===== src/rtl/cfc_pkg.sv =====
package cfc_pkg;

    // Sample storage and comparison widths
    localparam int MAX_SAMPLES = 65536;
    localparam int VALUE_BITS  = 32;
    localparam int FIELD_BITS  = 32;
    localparam int CMP_BITS    = (VALUE_BITS < FIELD_BITS) ? VALUE_BITS : FIELD_BITS;
    localparam int INDEX_BITS  = 16;
    localparam int INDEX_LIMIT = (MAX_SAMPLES < 65536) ? MAX_SAMPLES : 65536;
    localparam logic [INDEX_BITS-1:0] LAST_INDEX = INDEX_BITS'(INDEX_LIMIT - 1);

    // Result slots produced by one sample: previous-sample slot, own feature, end point
    localparam int NUM_SLOTS = 3;

    // Configuration register indexes
    localparam int CFG_IDX_BITS  = 1;
    localparam int CFG_DATA_BITS = 1;
    localparam logic [CFG_IDX_BITS-1:0] CFG_INCLUDE_ZERO      = 1'b0;
    localparam logic [CFG_IDX_BITS-1:0] CFG_DETECT_INFLECTION = 1'b1;

    typedef enum logic [1:0] {
        KIND_START   = 2'd0,
        KIND_END     = 2'd1,
        KIND_FEATURE = 2'd2
    } t_kind;

    typedef enum logic [2:0] {
        FEAT_NONE           = 3'd0,
        FEAT_MAX            = 3'd1,
        FEAT_MIN            = 3'd2,
        FEAT_INFLECTION     = 3'd3,
        FEAT_MAX_AFTER_GAP  = 3'd4,
        FEAT_MIN_AFTER_GAP  = 3'd5,
        FEAT_MAX_BEFORE_GAP = 3'd6,
        FEAT_MIN_BEFORE_GAP = 3'd7
    } t_feature;

    typedef struct packed {
        logic signed [FIELD_BITS-1:0] sample_value;
        logic signed [FIELD_BITS-1:0] sample_slope;
        logic signed [FIELD_BITS-1:0] report_value;
        logic                         sample_valid;
        logic                         sweep_end;
    } t_in_item;

    typedef struct packed {
        logic [INDEX_BITS-1:0]        point_index;
        logic signed [FIELD_BITS-1:0] point_value;
        logic [1:0]                   point_kind;
        logic                         is_zero;
        logic [2:0]                   feature;
        logic                         last_of_run;
    } t_out_item;

    // One windowed sample as the classifier sees it
    typedef struct packed {
        logic signed [CMP_BITS-1:0]   v;
        logic signed [CMP_BITS-1:0]   s;
        logic signed [FIELD_BITS-1:0] r;
        logic                         ok;
    } t_smp;

    // Work held in the stage register for one accepted sample
    typedef struct packed {
        t_smp                  cur;
        t_smp                  prv;
        t_smp                  old;
        logic [INDEX_BITS-1:0] idx;
        logic                  last;
    } t_job;

endpackage


===== src/rtl/cfc_front.sv =====
module cfc_front (
    input  logic              i_clk,
    input  logic              i_rst_n,
    input  logic              i_in_valid,
    input  cfc_pkg::t_in_item i_in_data,
    output logic              o_in_ready,
    input  logic              i_retire,
    output logic              o_job_valid,
    output cfc_pkg::t_job     o_job
);
    import cfc_pkg::*;

    logic                  r_busy;
    t_job                  r_job;
    logic                  r_started;
    logic [INDEX_BITS-1:0] r_counter;
    t_smp                  r_win0;
    t_smp                  r_win1;

    logic                  accept;
    logic [INDEX_BITS-1:0] idx;
    logic                  last;
    t_smp                  cur;
    t_job                  n_job;

    assign o_in_ready = !r_busy || i_retire;
    assign accept     = i_in_valid && o_in_ready;

    always_comb begin
        idx    = r_started ? r_counter : '0;
        last   = i_in_data.sweep_end || (idx == LAST_INDEX);
        cur.v  = i_in_data.sample_value[CMP_BITS-1:0];
        cur.s  = i_in_data.sample_slope[CMP_BITS-1:0];
        cur.r  = i_in_data.report_value;
        cur.ok = i_in_data.sample_valid;
        n_job.cur  = cur;
        n_job.prv  = r_win0;
        n_job.old  = r_win1;
        n_job.idx  = idx;
        n_job.last = last;
    end

    always_ff @(posedge i_clk) begin
        if (!i_rst_n) begin
            r_busy    <= 1'b0;
            r_started <= 1'b0;
            r_counter <= '0;
        end else begin
            if (accept) begin
                r_busy    <= 1'b1;
                r_started <= !last;
                r_counter <= last ? '0 : INDEX_BITS'(idx + 1'b1);
            end else if (i_retire) begin
                r_busy <= 1'b0;
            end
        end
    end

    // shift the window on every accepted sample, invalid ones too
    always_ff @(posedge i_clk) begin
        if (accept) begin
            r_job  <= n_job;
            r_win1 <= r_win0;
            r_win0 <= cur;
        end
    end

    assign o_job_valid = r_busy;
    assign o_job       = r_job;

endmodule


===== src/rtl/cfc_classify.sv =====
module cfc_classify (
    input  cfc_pkg::t_smp     i_c,
    input  cfc_pkg::t_smp     i_p,
    input  cfc_pkg::t_smp     i_n,
    input  logic              i_include_zero,
    input  logic              i_detect_inflection,
    output logic              o_zero,
    output cfc_pkg::t_feature o_feature
);
    import cfc_pkg::*;

    always_comb begin
        o_zero    = 1'b0;
        o_feature = FEAT_NONE;
        if (i_c.ok) begin
            if (!i_p.ok && i_n.ok) begin
                if (i_c.v > i_n.v) begin
                    o_feature = FEAT_MAX_AFTER_GAP;
                end else if (i_c.v < i_n.v) begin
                    o_feature = FEAT_MIN_AFTER_GAP;
                end
            end else if (i_p.ok && !i_n.ok) begin
                if (i_c.v > i_p.v) begin
                    o_feature = FEAT_MAX_BEFORE_GAP;
                end else if (i_c.v < i_p.v) begin
                    o_feature = FEAT_MIN_BEFORE_GAP;
                end
            end else if (i_p.ok && i_n.ok) begin
                if (i_include_zero) begin
                    // exact zero, or a sign change toward a nonzero neighbor
                    if (i_c.v == '0) begin
                        o_zero = 1'b1;
                    end else if ((i_n.v != '0)
                                 && (i_c.v[CMP_BITS-1] != i_n.v[CMP_BITS-1])) begin
                        o_zero = 1'b1;
                    end
                end
                if (i_c.v > i_p.v && i_c.v > i_n.v) begin
                    o_feature = FEAT_MAX;
                end else if (i_c.v < i_p.v && i_c.v < i_n.v) begin
                    o_feature = FEAT_MIN;
                end else if (i_detect_inflection) begin
                    if ((i_c.s < i_p.s && i_c.s < i_n.s)
                        || (i_c.s > i_p.s && i_c.s > i_n.s)) begin
                        o_feature = FEAT_INFLECTION;
                    end
                end
            end
        end
    end

endmodule


===== src/rtl/curve_feature_classifier_unit.sv =====
// Curve feature classifier. Feed the samples of a sweep in order, one
// transaction per sample; mark the final sample with sweep_end (a sample at
// the last index the counter allows also closes the sweep). Each sample is
// classified when its right neighbor arrives, so the results of a sample
// trail it by one transaction; the final sample of a sweep yields the
// classification of the two last samples plus the end point, and the first
// yields the start point. A sample yields zero to three result transactions,
// and last_of_run flags the final one of each group. Rate: one sample per
// cycle while every sample yields at most one result and the consumer is
// ready; a sample with several results holds the stage register until all
// have moved out, because the single output register drains one result per
// cycle, and only while the consumer takes them. A sample with no result
// still passes through the stage register. A sample is taken into the stage
// register at acceptance, and its first result is then loaded into the
// output register once that is free. The output register lets a new sample
// enter while a finished result waits for the consumer.
// Configuration writes take effect at once and are meant for idle periods.
module curve_feature_classifier_unit (
    input  logic                                 i_clk,
    input  logic                                 i_rst_n,
    // sample channel
    input  logic                                 i_in_valid,
    output logic                                 o_in_ready,
    input  cfc_pkg::t_in_item                    i_in_data,
    // result channel
    output logic                                 o_out_valid,
    input  logic                                 i_out_ready,
    output cfc_pkg::t_out_item                   o_out_data,
    // configuration write port
    input  logic                                 i_cfg_we,
    input  logic [cfc_pkg::CFG_IDX_BITS-1:0]     i_cfg_idx,
    input  logic [cfc_pkg::CFG_DATA_BITS-1:0]    i_cfg_data
);
    import cfc_pkg::*;

    logic r_include_zero;
    logic r_detect_inflection;

    // configuration registers
    always_ff @(posedge i_clk) begin
        if (!i_rst_n) begin
            r_include_zero      <= 1'b1;
            r_detect_inflection <= 1'b0;
        end else if (i_cfg_we) begin
            case (i_cfg_idx)
                CFG_INCLUDE_ZERO:      r_include_zero      <= i_cfg_data[0];
                CFG_DETECT_INFLECTION: r_detect_inflection <= i_cfg_data[0];
                default: ;
            endcase
        end
    end

    logic job_valid;
    t_job job;
    logic retire;

    cfc_front u_front (
        .i_clk       (i_clk),
        .i_rst_n     (i_rst_n),
        .i_in_valid  (i_in_valid),
        .i_in_data   (i_in_data),
        .o_in_ready  (o_in_ready),
        .i_retire    (retire),
        .o_job_valid (job_valid),
        .o_job       (job)
    );

    // Previous sample, against its left neighbor (itself when it is sample 0)
    t_smp     prev_left;
    logic     prev_zero;
    t_feature prev_feat;
    // Current sample at the end of a sweep: right edge clamped to itself
    t_smp     cur_left;
    logic     cur_zero;
    t_feature cur_feat;

    assign prev_left = (job.idx == INDEX_BITS'(1)) ? job.prv : job.old;
    assign cur_left  = (job.idx == '0) ? job.cur : job.prv;

    cfc_classify u_class_prev (
        .i_c                 (job.prv),
        .i_p                 (prev_left),
        .i_n                 (job.cur),
        .i_include_zero      (r_include_zero),
        .i_detect_inflection (r_detect_inflection),
        .o_zero              (prev_zero),
        .o_feature           (prev_feat)
    );

    cfc_classify u_class_cur (
        .i_c                 (job.cur),
        .i_p                 (cur_left),
        .i_n                 (job.cur),
        .i_include_zero      (r_include_zero),
        .i_detect_inflection (r_detect_inflection),
        .o_zero              (cur_zero),
        .o_feature           (cur_feat)
    );

    // Build the result slots of the staged sample, in emission order
    t_out_item              slot [NUM_SLOTS];
    logic [NUM_SLOTS-1:0]   slot_mask;

    always_comb begin
        // slot 0: start point on sample 0, else the previous sample's feature
        if (job.idx == '0) begin
            slot[0].point_index = '0;
            slot[0].point_value = job.cur.r;
            slot[0].point_kind  = KIND_START;
            slot[0].is_zero     = 1'b0;
            slot[0].feature     = FEAT_NONE;
            slot_mask[0]        = 1'b1;
        end else begin
            slot[0].point_index = INDEX_BITS'(job.idx - 1'b1);
            slot[0].point_value = job.prv.r;
            slot[0].point_kind  = KIND_FEATURE;
            slot[0].is_zero     = prev_zero;
            slot[0].feature     = prev_feat;
            slot_mask[0]        = prev_zero || (prev_feat != FEAT_NONE);
        end
        slot[0].last_of_run = 1'b0;

        // slot 1: the final sample's own feature
        slot[1].point_index = job.idx;
        slot[1].point_value = job.cur.r;
        slot[1].point_kind  = KIND_FEATURE;
        slot[1].is_zero     = cur_zero;
        slot[1].feature     = cur_feat;
        slot[1].last_of_run = 1'b0;
        slot_mask[1]        = job.last && (cur_zero || (cur_feat != FEAT_NONE));

        // slot 2: end point
        slot[2].point_index = job.idx;
        slot[2].point_value = job.cur.r;
        slot[2].point_kind  = KIND_END;
        slot[2].is_zero     = 1'b0;
        slot[2].feature     = FEAT_NONE;
        slot[2].last_of_run = 1'b0;
        slot_mask[2]        = job.last;
    end

    // Drain the slots through the output register, lowest first
    logic [NUM_SLOTS-1:0] r_done;
    logic                 r_out_valid;
    t_out_item            r_out;

    logic [NUM_SLOTS-1:0] remaining;
    logic [NUM_SLOTS-1:0] pick;
    logic                 out_free;
    logic                 load;
    t_out_item            n_out;

    always_comb begin
        remaining = job_valid ? (slot_mask & ~r_done) : '0;
        pick      = remaining & (~remaining + 1'b1);
        n_out     = slot[0];
        for (int i = 0; i < NUM_SLOTS; i++) begin
            if (pick[i]) begin
                n_out = slot[i];
            end
        end
        n_out.last_of_run = ((remaining & ~pick) == '0);
    end

    assign out_free = !r_out_valid || i_out_ready;
    assign load     = out_free && (remaining != '0);
    // retire the staged sample once its last result moves out, or at once if it has none
    assign retire   = job_valid && ((remaining == '0) || (load && ((remaining & ~pick) == '0)));

    always_ff @(posedge i_clk) begin
        if (!i_rst_n) begin
            r_done      <= '0;
            r_out_valid <= 1'b0;
        end else begin
            if (retire) begin
                r_done <= '0;
            end else if (load) begin
                r_done <= r_done | pick;
            end
            if (load) begin
                r_out_valid <= 1'b1;
            end else if (i_out_ready) begin
                r_out_valid <= 1'b0;
            end
        end
    end

    always_ff @(posedge i_clk) begin
        if (load) begin
            r_out <= n_out;
        end
    end

    assign o_out_valid = r_out_valid;
    assign o_out_data  = r_out;

endmodule


===== config.mk =====
export PLATFORM = sky130hd
export DESIGN_NAME = curve_feature_classifier_unit
export DESIGN_NICKNAME = d
export VERILOG_FILES = /design/src/rtl/cfc_pkg.sv /design/src/rtl/cfc_front.sv /design/src/rtl/cfc_classify.sv /design/src/rtl/curve_feature_classifier_unit.sv
export SDC_FILE = /design/constraint.sdc
export NUM_CORES = 1
export LEC_CHECK = 0
export ABC_AREA = 1
export BUFFER_PORTS_ARGS = -buffer_cell sky130_fd_sc_hd__buf_2
export CORE_MARGIN = 2
export CORE_UTILIZATION = 65
export DETAILED_ROUTE_END_ITERATION = 10
export PLACE_DENSITY_LB_ADDON = 0.2
export SLEW_MARGIN = 20
export SYNTH_ARGS = -nofsm -noshare
export SYNTH_HDL_FRONTEND = slang
export SYNTH_HIERARCHICAL = 1
export SYNTH_SLANG_ARGS = --single-unit
export TNS_END_PERCENT = 20

===== constraint.sdc =====
create_clock -name i_clk -period 32.3 [get_ports i_clk]
set_input_delay 8.075 -clock i_clk [delete_from_list [all_inputs] [get_ports i_clk]]
set_output_delay 8.075 -clock i_clk [all_outputs]
set_load 0.005 [all_outputs]

==> Word-level counts from Yosys, hierarchy flattened <==
Cells that the tools add are included.
W data, S select, Z words.
{ "totals": {"in_bits": 105, "register_bits": 387, "out_inout_bits": 57} }
{ "op_classes": {"n_reduce_logical": 48, "bitwise": 9, "eq_ne": 3, "order_cmp": 16, "n_addsub": 3, "mux": 50} }
{ "ops": {"columns": ["op", "n"], "rows": [
  ["$gt A32 B32 Y1", 8],
  ["$lt A32 B32 Y1", 8],
  ["$mux W97", 2],
  ["$mux W55", 2],
  ["$mux W3", 23],
  ["$logic_not A32 Y1", 2],
  ["$mux W54", 1],
  ["$mux W16", 2],
  ["$reduce_bool A32 Y1", 1],
  ["$logic_and A1 B1 Y1", 20],
  ["$mux W1", 18],
  ["$add A16 B1 Y16 const B", 1],
  ["$eq A16 B1 Y1 const B", 1],
  ["$eq A16 B16 Y1 const B", 1],
  ["$logic_not A16 Y1", 1],
  ["$sub A16 B1 Y16 const B", 1],
  ["$and A3 B3 Y3", 3],
  ["$not A3 Y3", 3],
  ["$reduce_bool A3 Y1", 3],
  ["$logic_or A1 B1 Y1", 8],
  ["$logic_not A1 Y1", 6],
  ["$logic_not A3 Y1", 2],
  ["$mux W2", 2],
  ["$reduce_and A2 Y1", 2],
  ["other kinds (6)", 8]
]} }

==> Depth between registers and ports, before layout <==
{ "depth": {"depth_word": 30, "ltp_mapped": 47} }

==> Hierarchy <==
The synthesis kept the hierarchy.
{ "by_module_without_submodules": {"columns": ["mod", "cells_each", "seq_area_each_um2", "area_per_inst_um2", "instances"], "rows": [
  ["cfc_front", 526, 9609.2, 10553.9, 1],
  ["curve_feature_classifier_unit", 863, 1771.7, 5708.0, 1],
  ["cfc_classify at u_class_cur", 616, 0.0, 3808.7, 1],
  ["cfc_classify at u_class_prev", 623, 0.0, 3774.9, 1]
]} }

==> Worst setup path before layout <==
Ideal clock, no wire load.
{ "synth_timing": {"path_type": "input to output", "start": "input port i_out_ready", "end": "output port o_in_ready", "cell_stages": 6, "n_path_buf": 0, "path_slack_ps": 15640, "required_time_ps": 24225, "t_arrival_ps": 8585, "cell_sequence": "nor2_1 > nand2_1 > nand3_1 > inv_1 > inv_1 > nand2_1"} }
{ "synth_between": {"elab_chain_len": 6} }
{ "synth_lines": {"columns": ["element", "line", "rtl"], "rows": [
  ["from (decl)", "curve_feature_classifier_unit.sv:27", "input logic i_out_ready,"],
  ["$logic_or A1 B1 Y1", "curve_feature_classifier_unit.sv:165", "assign out_free = !r_out_valid || i_out_ready;"],
  ["$logic_and A1 B1 Y1", "curve_feature_classifier_unit.sv:166", "assign load = out_free && (remaining != '0);"],
  ["$logic_and A1 B1 Y1", "curve_feature_classifier_unit.sv:168", "assign retire = job_valid && ((remaining == '0) || (load && ((remaining & ~pick) == '0)));"],
  ["$logic_or A1 B1 Y1", "curve_feature_classifier_unit.sv:168", null],
  ["$logic_and A1 B1 Y1", "curve_feature_classifier_unit.sv:168", null],
  ["net retire", "curve_feature_classifier_unit.sv:55", "logic retire;"],
  ["$logic_or A1 B1 Y1", "cfc_front.sv:26", "assign o_in_ready = !r_busy || i_retire;"],
  ["to (decl)", "curve_feature_classifier_unit.sv:23", "output logic o_in_ready,"]
]} }
The timed path passes the listed nets, and every way through them passes these cells.

==> Final worst setup path <==
Same ends and word-level chain as after synthesis.

==> metrics.yaml <==
outcome:
  outcome: "complete, no violations"
cts:
  cts_buffers: 39
  cts_tree: "built"
  cts_max_level: 2
  clk_path_buf_depth: 3
  root_buffer: "clkbuf_16"
  cts_hold_buf: 0
  post_cts_buffers: 0
  clock_latency_ns: 0.56
  cts_sinks: 355
  path_clk_slew_ns: 0.06
  cts_resized: 0
final_layout:
  layout.cells.most_common_list: "538 x nand2_1, 473 x inv_1, 331 x edfxtp_1, 260 x ha_1, 212 x nor2_1"
  drive_gt1_frac: 0.1139
  final_common_cell: "nand2_1"
  fill_cells: 2553
  postLayoutCoreUtil: 0.7232
  areaGrowthSynthToFinish_pct: 10.16
  final_area_sq_mm: 0.02480
  fin_nets: 3078
placed_design:
  port-buffer-count: 161
  hpwl_um: 34880
  placed_area_sq_mm: 0.02359
  place.gp.congestion: 0.8781
floorplan:
  placementRows: 68
  die_w_um: 190.1
  dieArea_sq_mm: 0.03613
  start_util: 0.6565
  io_pins: 162
  coreArea_sq_mm: 0.03429
  die_h_um: 190.1
routing:
  drc: 0
  drt_iter0_drc: 1108
  vias: 17450
  wl_per_cell_um: 15.37
  vias_per_cell: 5.457
  routed_wl_um: 49150
  dr.pass1.iters: 8
  drtAntennaViolNets: 0
grt:
  grt-ovfl-total: 0
  grt_pass1_wl_um: 80010
  grt_usage: 0.2740
  antenna_found_initial: 5
  grt_pass1_vias: 16960
  grt_max_degree: 140
setup_path:
  worst-path-buf-inv: 4
  end_kind: "primary output"
  required_ns: 24.23
  slowest_stage: "nor2_1"
  crit_family: "simple AND/OR/NAND/NOR gates"
  cp.arrival_ns: 8.98
  path_class: "in2out"
  cp-start-kind: "input port"
  slowest_delay_ns: 0.24
  critical_path.max_fanout: 5
  cp_cell_sequence: "buf_2 > nor2_1 > nand2_1 > nand3_1 > inv_1 > inv_1 > nand2_1 > buf_2"
synth:
  syn-instance-count: 2561
  syn_nets: 2926
  yosysWarningCount: 6
  syn_avg_cell_area_sq_um: 8.789
  syn_area_sq_mm: 0.02251
pwr:
  p_leak_nw: 12.08
  p_seq_frac: 0.481
  peakVddDrop_uv: 43.90
  internal_power_mw: 0.8769
  switchingPower_mw: 0.3347
  p_clk_frac: 0.352
  power_density_mw_per_mm2: 48.86
  swShare: 0.2763
  comb_power_share: 0.168
timing:
  fin_crit_sh: 0.5280
  finalHoldViolCount: 0
  whs_ns: 0.4457
  fin_tns_setup_ns: 0
  rsz0062_at_grt: "false"
  max_slew.worst_pin.slew_ns: 1.112
  finalSetupViolCount: 0
  fmax_mhz: 58.64
  fin_skew_ns: 0.01992
  slew_headroom: 0.2587
  final.min_clock_period_ns: 17.05
  slew_violations: 0
worst_hold_path:
  hold_path_class: "reg2reg"
run:
  cap_violations: 0
per-layer routing:
metal | share of wire | global-route usage
met5 | 0.00022 | 0
met4 | 0.039 | 0.1169
met3 | 0.049 | 0.04575
met1 | 0.41 | 0.3361
met2 | 0.50 | 0.4788
registers in the layout, summed over array words and instances (netlist names):
signal,cells
u_front/o_job_valid,1
o_out_valid,1
o_out_data,55
u_front/o_job,82
u_front/n_job,194
u_front/r_counter,16
r_detect_inflection,1
r_done,3
u_front/r_started,1
r_include_zero,1
final cells by class:
| class | instances | area (sq um) | area share |
|---|---|---|---|
| multi-input combinational | 1664 | 9915 | 0.3998 |
| inverter | 485 | 1828 | 0.07372 |
| tap | 455 | 569.3 | 0.02296 |
| clock buffer | 48 | 1020 | 0.04112 |
| antenna | 4 | 10.01 | 0.0004037 |
| clock inverter | 19 | 176.4 | 0.007115 |
| sequential | 355 | 10420 | 0.4202 |
| timing repair buffer | 168 | 858.3 | 0.03461 |
metrics by stage:
| stage | instances | power, mW | setup WS, ns |
|---|---|---|---|
| global placement | 3127 | 0.7777 | 15.27 |
| finish | 3198 | 1.212 | 15.25 |
| CTS | 3194 | 1.219 | 15.24 |
| floorplan | 2561 | 0.7325 | 15.64 |
| detailed placement | 3127 | 0.7920 | 15.26 |
| global route | 3198 | 1.270 | 15.11 |
final timing paths:
path                           start                    end  slack, ns  cells past startpoint
setup / recovery         i_out_ready             o_in_ready      15.25                      8
hold / removal    u_front/n_job[124]      u_front/n_job[27]       0.45                      0
setup reg to reg   u_front/o_job[10]  u_front/r_counter[14]      23.35                     39
hold reg to reg   u_front/n_job[124]      u_front/n_job[27]       0.45                      0
power groups by stage:
stage                     logic, mW  clock network [mW]  registers [mW]
final                         0.203               0.426           0.582
after global routing          0.232               0.450           0.588
after CTS                     0.203               0.434           0.582
after detailed placement      0.201                   0           0.591
after global placement        0.189                   0           0.589
after floorplan               0.142                   0           0.590
Note: power is estimated with default switching activity, not from simulation.
